File: src/rtl/mrh64_pkg.sv
// ----------------------------------------------------------------------------
// mrh64_pkg
// Shared constants and the controller-to-datapath command bundle for the
// multiply-rotate 64-bit hash.
// ----------------------------------------------------------------------------
package mrh64_pkg;

    // Request modes
    localparam logic [1:0] MODE_START       = 2'd0;
    localparam logic [1:0] MODE_WORD        = 2'd1;
    localparam logic [1:0] MODE_WORD_FINISH = 2'd2;
    localparam logic [1:0] MODE_FINISH      = 2'd3;

    // Hash constants
    localparam logic [63:0] HASH_K1 = 64'h9e3779b97f4a7c15;
    localparam logic [63:0] HASH_K2 = 64'h6c62272e07bb0142;
    localparam logic [63:0] HASH_K3 = 64'h94d049bb133111eb;

    localparam int ABSORB_ROT  = 27;
    localparam int MIX_SHIFT_A = 33;
    localparam int MIX_SHIFT_B = 29;
    localparam int MIX_SHIFT_C = 32;

    // Partial-product phases of the 64x64 (mod 2^64) multiply
    localparam logic [1:0] MUL_LL = 2'd0;   // lo(x) * lo(k), full 64 bits
    localparam logic [1:0] MUL_LH = 2'd1;   // lo(x) * hi(k), into upper half
    localparam logic [1:0] MUL_HL = 2'd2;   // hi(x) * lo(k), into upper half

    typedef struct packed {
        logic       load_start;   // h <= K1 ^ length
        logic       load_word;    // x <= masked word
        logic       load_fin;     // x <= h ^ (h >> 33)
        logic       mix_absorb;   // x <= rotl(h ^ acc, 27)
        logic       commit;       // h <= acc + K3
        logic       mix_fin;      // x <= acc ^ (acc >> 29)
        logic       load_digest;  // digest <= acc ^ (acc >> 32)
        logic       mul_en;       // run one multiply phase
        logic [1:0] mul_phase;
        logic       mul_k2;       // 0: multiply by K1, 1: by K2
    } mrh64_cmd_t;

endpackage

File: src/rtl/mrh64_datapath.sv
// ----------------------------------------------------------------------------
// mrh64_datapath
// Running hash, multiply operand and accumulator registers, one shared
// 32x32 multiplier, and the xor/rotate/shift mixing steps.
// ----------------------------------------------------------------------------
module mrh64_datapath
(
    input  logic                   clk,
    input  logic                   rst_n,
    input  mrh64_pkg::mrh64_cmd_t  cmd,
    input  logic [31:0]            message_length,
    input  logic [63:0]            data_word,
    input  logic [3:0]             valid_bytes,
    output logic [63:0]            digest
);

    logic [63:0] h_reg;
    logic [63:0] h_next;
    logic [63:0] x_reg;
    logic [63:0] x_next;
    logic [63:0] acc_reg;
    logic [63:0] acc_next;
    logic [63:0] digest_reg;
    logic [63:0] digest_next;

    logic [63:0] word_masked;
    logic [63:0] mul_k;
    logic [31:0] mul_a;
    logic [31:0] mul_b;
    logic [63:0] mul_p;
    logic [63:0] absorb_mix;

    // Byte mask: byte i kept when i < valid_bytes (zero keeps none)
    always_comb
    begin
        for (int i = 0; i < 8; i++)
        begin
            word_masked[i*8 +: 8] = (4'(i) < valid_bytes) ? data_word[i*8 +: 8] : 8'd0;
        end
    end

    // Shared multiplier operand selection
    assign mul_k = cmd.mul_k2 ? mrh64_pkg::HASH_K2 : mrh64_pkg::HASH_K1;
    assign mul_a = (cmd.mul_phase == mrh64_pkg::MUL_HL) ? x_reg[63:32] : x_reg[31:0];
    assign mul_b = (cmd.mul_phase == mrh64_pkg::MUL_LH) ? mul_k[63:32] : mul_k[31:0];
    assign mul_p = 64'(mul_a) * 64'(mul_b);

    assign absorb_mix = h_reg ^ acc_reg;

    // Next-state logic for the registers
    always_comb
    begin
        h_next      = h_reg;
        x_next      = x_reg;
        acc_next    = acc_reg;
        digest_next = digest_reg;

        if (cmd.load_start)
        begin
            h_next = mrh64_pkg::HASH_K1 ^ {32'd0, message_length};
        end
        if (cmd.commit)
        begin
            h_next = acc_reg + mrh64_pkg::HASH_K3;
        end

        if (cmd.load_word)
        begin
            x_next = word_masked;
        end
        if (cmd.load_fin)
        begin
            x_next = h_reg ^ (h_reg >> mrh64_pkg::MIX_SHIFT_A);
        end
        if (cmd.mix_absorb)
        begin
            x_next = {absorb_mix[63-mrh64_pkg::ABSORB_ROT:0],
                      absorb_mix[63:64-mrh64_pkg::ABSORB_ROT]};
        end
        if (cmd.mix_fin)
        begin
            x_next = acc_reg ^ (acc_reg >> mrh64_pkg::MIX_SHIFT_B);
        end

        if (cmd.mul_en)
        begin
            case (cmd.mul_phase)
                mrh64_pkg::MUL_LL:
                begin
                    acc_next = mul_p;
                end
                default:
                begin
                    acc_next = {acc_reg[63:32] + mul_p[31:0], acc_reg[31:0]};
                end
            endcase
        end

        if (cmd.load_digest)
        begin
            digest_next = acc_reg ^ (acc_reg >> mrh64_pkg::MIX_SHIFT_C);
        end
    end

    // Running hash clears on reset; working registers are payload only
    always_ff @(posedge clk)
    begin
        x_reg      <= x_next;
        acc_reg    <= acc_next;
        digest_reg <= digest_next;
    end

    assign digest = digest_reg;

    // Running hash, zero after reset
    always_ff @(posedge clk or negedge rst_n)
    begin
        if (!rst_n)
        begin
            h_reg <= '0;
        end
        else
        begin
            h_reg <= h_next;
        end
    end

endmodule

File: src/rtl/mrh64_ctrl.sv
// ----------------------------------------------------------------------------
// mrh64_ctrl
// Sequencer for the hash: accepts requests, steps the shared multiplier
// through its three partial products and drives the output handshake.
// ----------------------------------------------------------------------------
module mrh64_ctrl
(
    input  logic                   clk,
    input  logic                   rst_n,
    input  logic                   in_valid,
    output logic                   in_stall,
    input  logic [1:0]             mode,
    output logic                   out_valid,
    input  logic                   out_stall,
    output mrh64_pkg::mrh64_cmd_t  cmd
);

    localparam logic [3:0] S_IDLE    = 4'd0;
    localparam logic [3:0] S_WK1     = 4'd1;
    localparam logic [3:0] S_WMIX    = 4'd2;
    localparam logic [3:0] S_WK2     = 4'd3;
    localparam logic [3:0] S_WCOMMIT = 4'd4;
    localparam logic [3:0] S_FLOAD   = 4'd5;
    localparam logic [3:0] S_FK1     = 4'd6;
    localparam logic [3:0] S_FMIX    = 4'd7;
    localparam logic [3:0] S_FK2     = 4'd8;
    localparam logic [3:0] S_OUT     = 4'd9;

    logic [3:0] state_reg;
    logic [3:0] state_next;
    logic [1:0] phase_reg;
    logic [1:0] phase_next;
    logic       fin_reg;
    logic       fin_next;
    logic       out_valid_reg;
    logic       out_valid_next;
    logic       accept;
    logic       last_phase;
    logic       out_free;

    assign in_stall   = (state_reg != S_IDLE);
    assign accept     = in_valid && !in_stall;
    assign last_phase = (phase_reg == mrh64_pkg::MUL_HL);
    assign out_free   = !out_valid_reg || !out_stall;
    assign out_valid  = out_valid_reg;

    // Sequencing and command decode
    always_comb
    begin
        state_next     = state_reg;
        phase_next     = phase_reg;
        fin_next       = fin_reg;
        out_valid_next = out_valid_reg && out_stall;
        cmd            = '0;
        cmd.mul_phase  = phase_reg;

        case (state_reg)
            S_IDLE:
            begin
                phase_next = mrh64_pkg::MUL_LL;
                if (accept)
                begin
                    case (mode)
                        mrh64_pkg::MODE_START:
                        begin
                            cmd.load_start = 1'b1;
                        end
                        mrh64_pkg::MODE_WORD,
                        mrh64_pkg::MODE_WORD_FINISH:
                        begin
                            cmd.load_word = 1'b1;
                            fin_next      = (mode == mrh64_pkg::MODE_WORD_FINISH);
                            state_next    = S_WK1;
                        end
                        default:
                        begin
                            cmd.load_fin = 1'b1;
                            state_next   = S_FK1;
                        end
                    endcase
                end
            end
            S_WK1, S_WK2, S_FK1, S_FK2:
            begin
                cmd.mul_en = 1'b1;
                cmd.mul_k2 = (state_reg == S_WK2) || (state_reg == S_FK2);
                phase_next = last_phase ? mrh64_pkg::MUL_LL : phase_reg + 2'd1;
                if (last_phase)
                begin
                    state_next = state_reg + 4'd1;
                end
            end
            S_WMIX:
            begin
                cmd.mix_absorb = 1'b1;
                state_next     = S_WK2;
            end
            S_WCOMMIT:
            begin
                cmd.commit = 1'b1;
                state_next = fin_reg ? S_FLOAD : S_IDLE;
            end
            S_FLOAD:
            begin
                cmd.load_fin = 1'b1;
                state_next   = S_FK1;
            end
            S_FMIX:
            begin
                cmd.mix_fin = 1'b1;
                state_next  = S_FK2;
            end
            S_OUT:
            begin
                if (out_free)
                begin
                    cmd.load_digest = 1'b1;
                    out_valid_next  = 1'b1;
                    state_next      = S_IDLE;
                end
            end
            default:
            begin
                state_next = S_IDLE;
            end
        endcase
    end

    always_ff @(posedge clk or negedge rst_n)
    begin
        if (!rst_n)
        begin
            state_reg     <= S_IDLE;
            phase_reg     <= mrh64_pkg::MUL_LL;
            fin_reg       <= 1'b0;
            out_valid_reg <= 1'b0;
        end
        else
        begin
            state_reg     <= state_next;
            phase_reg     <= phase_next;
            fin_reg       <= fin_next;
            out_valid_reg <= out_valid_next;
        end
    end

endmodule

File: src/rtl/multiply_rotate_hash64_core.sv
// ----------------------------------------------------------------------------
// multiply_rotate_hash64_core
// Multiply-rotate 64-bit message hash (xxh64-style, not standard XXH64).
// ----------------------------------------------------------------------------
// One request is taken at a time. A start request only loads the running
// hash; an absorb runs two multiplies with a rotate mix between them, then
// commits; a finish runs two multiplies with a shift mix between them, then
// loads the digest into the output register once the output is free; an
// absorb with finish runs both in turn. Each 64-bit multiply by a hash
// constant runs on the single shared 32x32 multiplier as three partial
// products, one per cycle. The running hash is zero after reset, and a
// finish leaves it unchanged, so repeated finishes give the same digest.
// ----------------------------------------------------------------------------
module multiply_rotate_hash64_core
(
    input  logic        clk,
    input  logic        rst_n,
    input  logic        in_valid,
    output logic        in_stall,
    input  logic [1:0]  mode,
    input  logic [31:0] message_length,
    input  logic [63:0] data_word,
    input  logic [3:0]  valid_bytes,
    output logic        out_valid,
    input  logic        out_stall,
    output logic [63:0] digest
);

    mrh64_pkg::mrh64_cmd_t cmd;

    mrh64_ctrl u_ctrl
    (
        .clk       (clk),
        .rst_n     (rst_n),
        .in_valid  (in_valid),
        .in_stall  (in_stall),
        .mode      (mode),
        .out_valid (out_valid),
        .out_stall (out_stall),
        .cmd       (cmd)
    );

    mrh64_datapath u_datapath
    (
        .clk            (clk),
        .rst_n          (rst_n),
        .cmd            (cmd),
        .message_length (message_length),
        .data_word      (data_word),
        .valid_bytes    (valid_bytes),
        .digest         (digest)
    );

endmodule

File: config.mk
export PLATFORM = sky130hd
export DESIGN_NAME = multiply_rotate_hash64_core
export DESIGN_NICKNAME = d
export VERILOG_FILES = /design/src/rtl/mrh64_pkg.sv /design/src/rtl/mrh64_datapath.sv /design/src/rtl/mrh64_ctrl.sv /design/src/rtl/multiply_rotate_hash64_core.sv
export SDC_FILE = /design/constraint.sdc
export NUM_CORES = 2
export LEC_CHECK = 0
export ABC_AREA = 1
export BUFFER_PORTS_ARGS = -buffer_cell sky130_fd_sc_hd__buf_2
export CAP_MARGIN = 10
export CORE_MARGIN = 2
export CORE_UTILIZATION = 55
export DETAILED_ROUTE_END_ITERATION = 8
export GPL_ROUTABILITY_DRIVEN = 1
export PLACE_DENSITY = 0.72
export SYNTH_ARGS = -nofsm -noshare
export SYNTH_HDL_FRONTEND = slang
export SYNTH_HIERARCHICAL = 1
export SYNTH_SLANG_ARGS = --single-unit
File: constraint.sdc
create_clock -name clk -period 20.1 [get_ports clk]
set_clock_uncertainty 0.2 [all_clocks]
set_input_delay 4.02 -clock clk [delete_from_list [all_inputs] [get_ports clk]]
set_output_delay 4.02 -clock clk [all_outputs]
set_load 0.05 [all_outputs]
## After elaboration in Yosys (flattened, before gate mapping)

Index checks and enable logic that the tools add are counted.

- Bits in read-only memories: 0
- Logic and storage cells: 105
- Memories kept: 0
- Bits of input ports: 106
- Output and inout bits: 66
- Register bits after elaboration: 264
- RAM bits: 0
- Bits in latches: 0

- Reduce and logical (&&, ||, !) cells: 20
- Order comparisons: 8
- Add/sub/neg operators: 4
- Eq/ne operators: 17
- Bitwise gates (word level): 5
- Shift operators: 0
- $mul: 1
- Div/mod/pow operators: 0
- Multiplexer cells: 41

Operators with widths:

| kind | number |
|---|---|
| $mux 64 | 8 |
| $add 64x64->64 const B | 1 |
| $mul 32x32->64 | 1 |
| $mux 32 | 2 |
| $mux 8 | 8 |
| $xor 64x31->64 | 1 |
| $xor 64x32->64 | 1 |
| $xor 64x35->64 | 1 |
| $xor 64x64->64 | 1 |
| $not 18->38 | 1 |
| $add 32x32->32 | 1 |
| $pmux 4 s7 | 1 |
| $eq 4x3->1 const B | 4 |
| $lt 3x4->1 const A | 4 |
| $mux 1 | 12 |
| $mux 4 | 3 |
| $eq 4x2->1 const B | 2 |
| $eq 4x4->1 const B | 2 |
| $lt 1x4->1 const A | 2 |
| $lt 2x4->1 const A | 2 |
| $pmux 4 s2 | 1 |
| $reduce_bool 4->1 | 2 |
| $mux 3 | 2 |
| $ne 2x1->1 const B | 3 |
| other kinds (21) | 30 |

## Longest topological paths before layout

- Word-level depth: 9
- Gate-level depth with buffers: 49
- Depth with buffers taken out: 47

## Hierarchy

Netlist, hierarchy kept.

By module, submodules not included:

| module | cells an instance | times used | seq. area each (um2) | area an instance (um2) |
|---|---|---|---|---|
| mrh64_datapath | 5845 | 1 | 7367.1 | 48382.7 |
| mrh64_ctrl | 104 | 1 | 200.2 | 716.9 |

## Least setup slack after synthesis

Ideal clock, no wire load.

- Path type: register to register
- Start: reg u_ctrl.state_reg[0]
- End: reg u_datapath.acc_reg[63], data pin
- Slack: 10700 ps
- Library setup time: 254 ps
- Stages on the path, launching flop included: 43
- Arrival time: 8946 ps
- Clock period less this slack: 9400 ps
- Path buffers: 3
- Required time: 19646 ps
- Cell sequence: dfrtp_1 inv_1 ha_1 nand3_1 nand2_2 clkbuf_1 inv_1 clkbuf_1 ha_1 clkbuf_1 nor2_1 inv_1 fa_1 inv_1 fa_1 inv_1 fa_1 fa_1 [7 not listed] ha_1 nand2_1 nor2_1 nand2_1 nor2_1 nand2_1 nand3_1 xor2_1 ha_1 a21o_1 nor2_1 nor2_1 nor2_1 o21ai_0 a21oi_1 nand3_1 nand3_1 nand2_1

RTL lines:

| what | line | source |
|---|---|---|
| start: declaration | mrh64_ctrl.sv:29 | `logic [3:0] state_reg;` |
| start signal: assignment | mrh64_ctrl.sv:140 | `state_reg <= state_next;` |
| end signal: assignment | mrh64_datapath.sv:109 | `acc_reg <= acc_next;` |
| end: declaration | mrh64_datapath.sv:21 | `logic [63:0] acc_reg;` |

==> run_results.csv <==
group,metric,value,unit
status,run_status,"complete, no violations",
critical_path,data_required_time_at_the_worst_endpoint,20.24,ns
critical_path,critical_path.max_stage_delay,0.73,ns
clock_tree,tritoncts_clock_tree,"built",
synthesis,synth.cells.most_frequent,"1398 x sky130_fd_sc_hd__inv_1, 941 x sky130_fd_sc_hd__nand2_1, 860 x sky130_fd_sc_hd__fa_1",
sta,max_slew.worst_pin.slew,1.21,ns
worst_hold_path,hold_path_depth,0,
worst_hold_path,worst_hold_path_type,"register to register",
critical_path,source_of_the_worst_register_to_register_timing_path,"u_ctrl/state_reg[0]",
grt,wire_length_of_the_first_global_routing_pass,305000,um
grt,grtUsageTotal,47.5,%
die,fp-row-count,109,
synthesis,ys_types,59,
critical_path,bufs_and_invs_on_worst_path,14,
grt,grt_overflow,0,
sta,finalSetupTns,0,ns
routing,route.antenna.remaining_nets,0,
routing,detail_route.drc_violations,0,
sta,finalSetupViolCount,0,
synthesis,asyncSetResetFlopFracSynth,27.3,%
routing,drt-wirelength-per-cell,29.9,um
routing,via_per_inst,6.05,
critical_path,critPathArrivalTime,11.90,ns
sta,timing.final.max_slew_violations,0,
clock_tree,ctsHoldBuffers,0,
worst_hold_path,hold_start,"u_datapath/acc_reg[48]",
die,io_pins,172,
placement,gp_routability_congestion,1.12,
critical_path,maximum_fanout_count_along_the_critical_path,24,
clock_tree,clk_latency,0.60,ns
layout,syn_to_final_growth,5.99,%
clock_tree,clockRootBuffer,"sky130_fd_sc_hd__clkbuf_16",
sta,slew_headroom,19.2,%
sta,fmax,85.0,MHz
critical_path,critical_path_depth,46,
critical_path,rr_endpoint,"u_datapath/acc_reg[63]",
placement,port_buffers,171,
clock_tree,cts.repair_timing.setup_buffer_count,0,
placement,place.detailed.hpwl,184000,um
die,initial_core_util,55.6,%
clock_tree,numCtsBuffers,26,
critical_path,worstRegToRegCells,46,
synthesis,post_synth_main_area_contributors,"sky130_fd_sc_hd__fa_1 35%, sky130_fd_sc_hd__edfxtp_1 12%, sky130_fd_sc_hd__inv_1 11%",
synthesis,synthesis.instances,5949,
sta,grt_setup_unrepaired,"no",
critical_path,worstSetupEndpointType,"register",
synthesis,netlist.top_cell.by_area,"sky130_fd_sc_hd__fa_1",
routing,total_routed_length,217000,um
grt,grt_start_max_net_pins,94,
synthesis,netlist.area_leader.share,35.1,%
synthesis,synth_fp_nets,7252,
synthesis,synth_flop_cell,"sky130_fd_sc_hd__edfxtp_1",
synthesis,synth_seq_area_share,15.4,%
layout,drive_gt1_share,6.90,%
worst_hold_path,worstHoldEndpoint,"u_datapath/digest[48]",
die,placeableCoreArea,0.0884,mm^2
critical_path,crit_path_top_delay_cell,"sky130_fd_sc_hd__ha_1",
die,chipWidth,303,um
synthesis,synth_register_bits,264,
clock_tree,cts_resized,0,
routing,dr_pass1_iterations,8,
routing,number_of_drc_markers_after_the_initial_detailed_route_iteration,5776,
sta,finalWorstPathRequiredPeriod,11.76,ns
layout,nets,7356,
sta,timing.final.hold_violations,0,
die,die_h,303,um
synthesis,synth.cell_area,0.0491,mm^2
critical_path,critical_path.top_delay_family,"adder cells",
synthesis,syn-mean-instance-area,8.25,um^2
clock_tree,worst_path_clk_slew,0.07,ns
synthesis,yosys.cell_count.top_type,"sky130_fd_sc_hd__inv_1",
critical_path,timing.setup.critical_path_class,"register to register",
routing,detailroute.via_count,43764,
sta,finalCritPeriodShare,58.5,%
grt,number_of_antenna_violations_at_the_first_check_in_global_routing,7,
die,die_area,0.0917,mm^2
clock_tree,cts_sinks,264,
job,max_cap_violations,0,
synthesis,synth_edf_count,192,
critical_path,startpoint_type_of_the_worst_setup_path,"register",
clock_tree,cts.path.max_buffers,3,
critical_path,worst_path_most_repeated_cell,"sky130_fd_sc_hd__inv_1",
synthesis,yosys_warnings,6,
critical_path,r2r_setup_slack,8.34,ns
clock_tree,cts_htree_levels,1,
grt,first_global_vias,43690,
[cells by family (layout without fill, tap and decap cells)]
family / Yosys count / count (layout) / share of synthesized area (%)
other: 1 / 2 / 0.00764
XOR/XNOR: 131 / 131 / 2.34
AND/OR/NAND/NOR: 1984 / 1984 / 16.8
adder cells (fa/ha/maj): 1197 / 1197 / 43.7
buffers and inverters: 1606 / 1730 / 12.7
AO/OA/AOI/OAI: 766 / 766 / 9.14
flip-flops: 264 / 264 / 15.4
[cell usage in the layout (no fill, tap or decap), types with 4 or more instances in the layout]
master                      instances
sky130_fd_sc_hd__o221ai_1          16
sky130_fd_sc_hd__nor2_4            13
sky130_fd_sc_hd__a21boi_0           6
sky130_fd_sc_hd__nand3b_1          12
sky130_fd_sc_hd__o21ai_0          281
sky130_fd_sc_hd__xnor2_1           32
sky130_fd_sc_hd__o211ai_1          31
sky130_fd_sc_hd__ha_1             335
sky130_fd_sc_hd__o21a_1            15
sky130_fd_sc_hd__o21ai_2           19
sky130_fd_sc_hd__a31oi_1            8
sky130_fd_sc_hd__nor2_1           605
sky130_fd_sc_hd__nor2_2            12
sky130_fd_sc_hd__xor2_1            99
sky130_fd_sc_hd__buf_2            170
sky130_fd_sc_hd__nor3_2             4
sky130_fd_sc_hd__o21ai_1           16
sky130_fd_sc_hd__o311ai_0          16
sky130_fd_sc_hd__nand4_1           34
sky130_fd_sc_hd__nand2_2            6
sky130_fd_sc_hd__inv_2             44
sky130_fd_sc_hd__inv_6              5
sky130_fd_sc_hd__a221oi_1           6
sky130_fd_sc_hd__dfrtp_1           72
sky130_fd_sc_hd__buf_4             67
sky130_fd_sc_hd__o21ai_4           15
sky130_fd_sc_hd__o22ai_1            9
sky130_fd_sc_hd__a21o_1            13
sky130_fd_sc_hd__clkbuf_16         26
sky130_fd_sc_hd__nand2_1          941
sky130_fd_sc_hd__edfxtp_1         192
sky130_fd_sc_hd__a21oi_1          288
sky130_fd_sc_hd__or2_2              6
sky130_fd_sc_hd__a211oi_1           5
sky130_fd_sc_hd__nand3_1          294
sky130_fd_sc_hd__o21bai_1          13
sky130_fd_sc_hd__nor3_1            42
sky130_fd_sc_hd__inv_1           1397
sky130_fd_sc_hd__fa_1             860
[final cells by class]
class	count	area [um^2]
clock inverters	19	209
clock buffers	29	682
fillers	8142	36300
inverters	1445	5430
diodes	1	2.50
repair buffers	237	1350
multi-input cells	4079	35300
well taps	1165	1460
flip-flops and latches	264	7570
[through the flow]
stage	area (um^2)	cells	setup slack [ns]	hold WS, ns	utilization, %
after floorplan	49100	5949	10.70	0.251	-
after global placement	51100	7190	8.75	0.233	57.9
after detailed placement	51100	7190	8.73	0.253	57.9
after CTS	52000	7238	8.68	0.269	58.9
after global routing	52000	7238	7.99	0.299	58.9
final	52000	7239	8.34	0.268	58.9
[worst max-delay path by stage]
stage                                   endpoint  slack [ns]           startpoint
final                     u_datapath/acc_reg[63]        8.34  u_ctrl/state_reg[0]
after global routing      u_datapath/acc_reg[63]        7.99  u_ctrl/state_reg[0]
after CTS                 u_datapath/acc_reg[63]        8.68  u_ctrl/state_reg[0]
after detailed placement  u_datapath/acc_reg[63]        8.73  u_ctrl/state_reg[0]
after global placement    u_datapath/acc_reg[63]        8.75  u_ctrl/state_reg[0]
after floorplan           u_datapath/acc_reg[63]       10.70  u_ctrl/state_reg[0]
[layer usage]
layer  routed length (um)  global-route usage (%)  vias to the layer above  share of wire, %
met5                   78                   0.259                        -             0.036
met4                19900                    33.7                       12               9.2
met3                27700                    13.5                      811                13
met2                93000                    71.6                     3324                43
met1                75900                    59.0                    21159                35
li1                     -                       -                    18458                 -
Power is not shown: default switching activity piles up to over one toggle a cycle in this logic, so the estimate is an artifact.
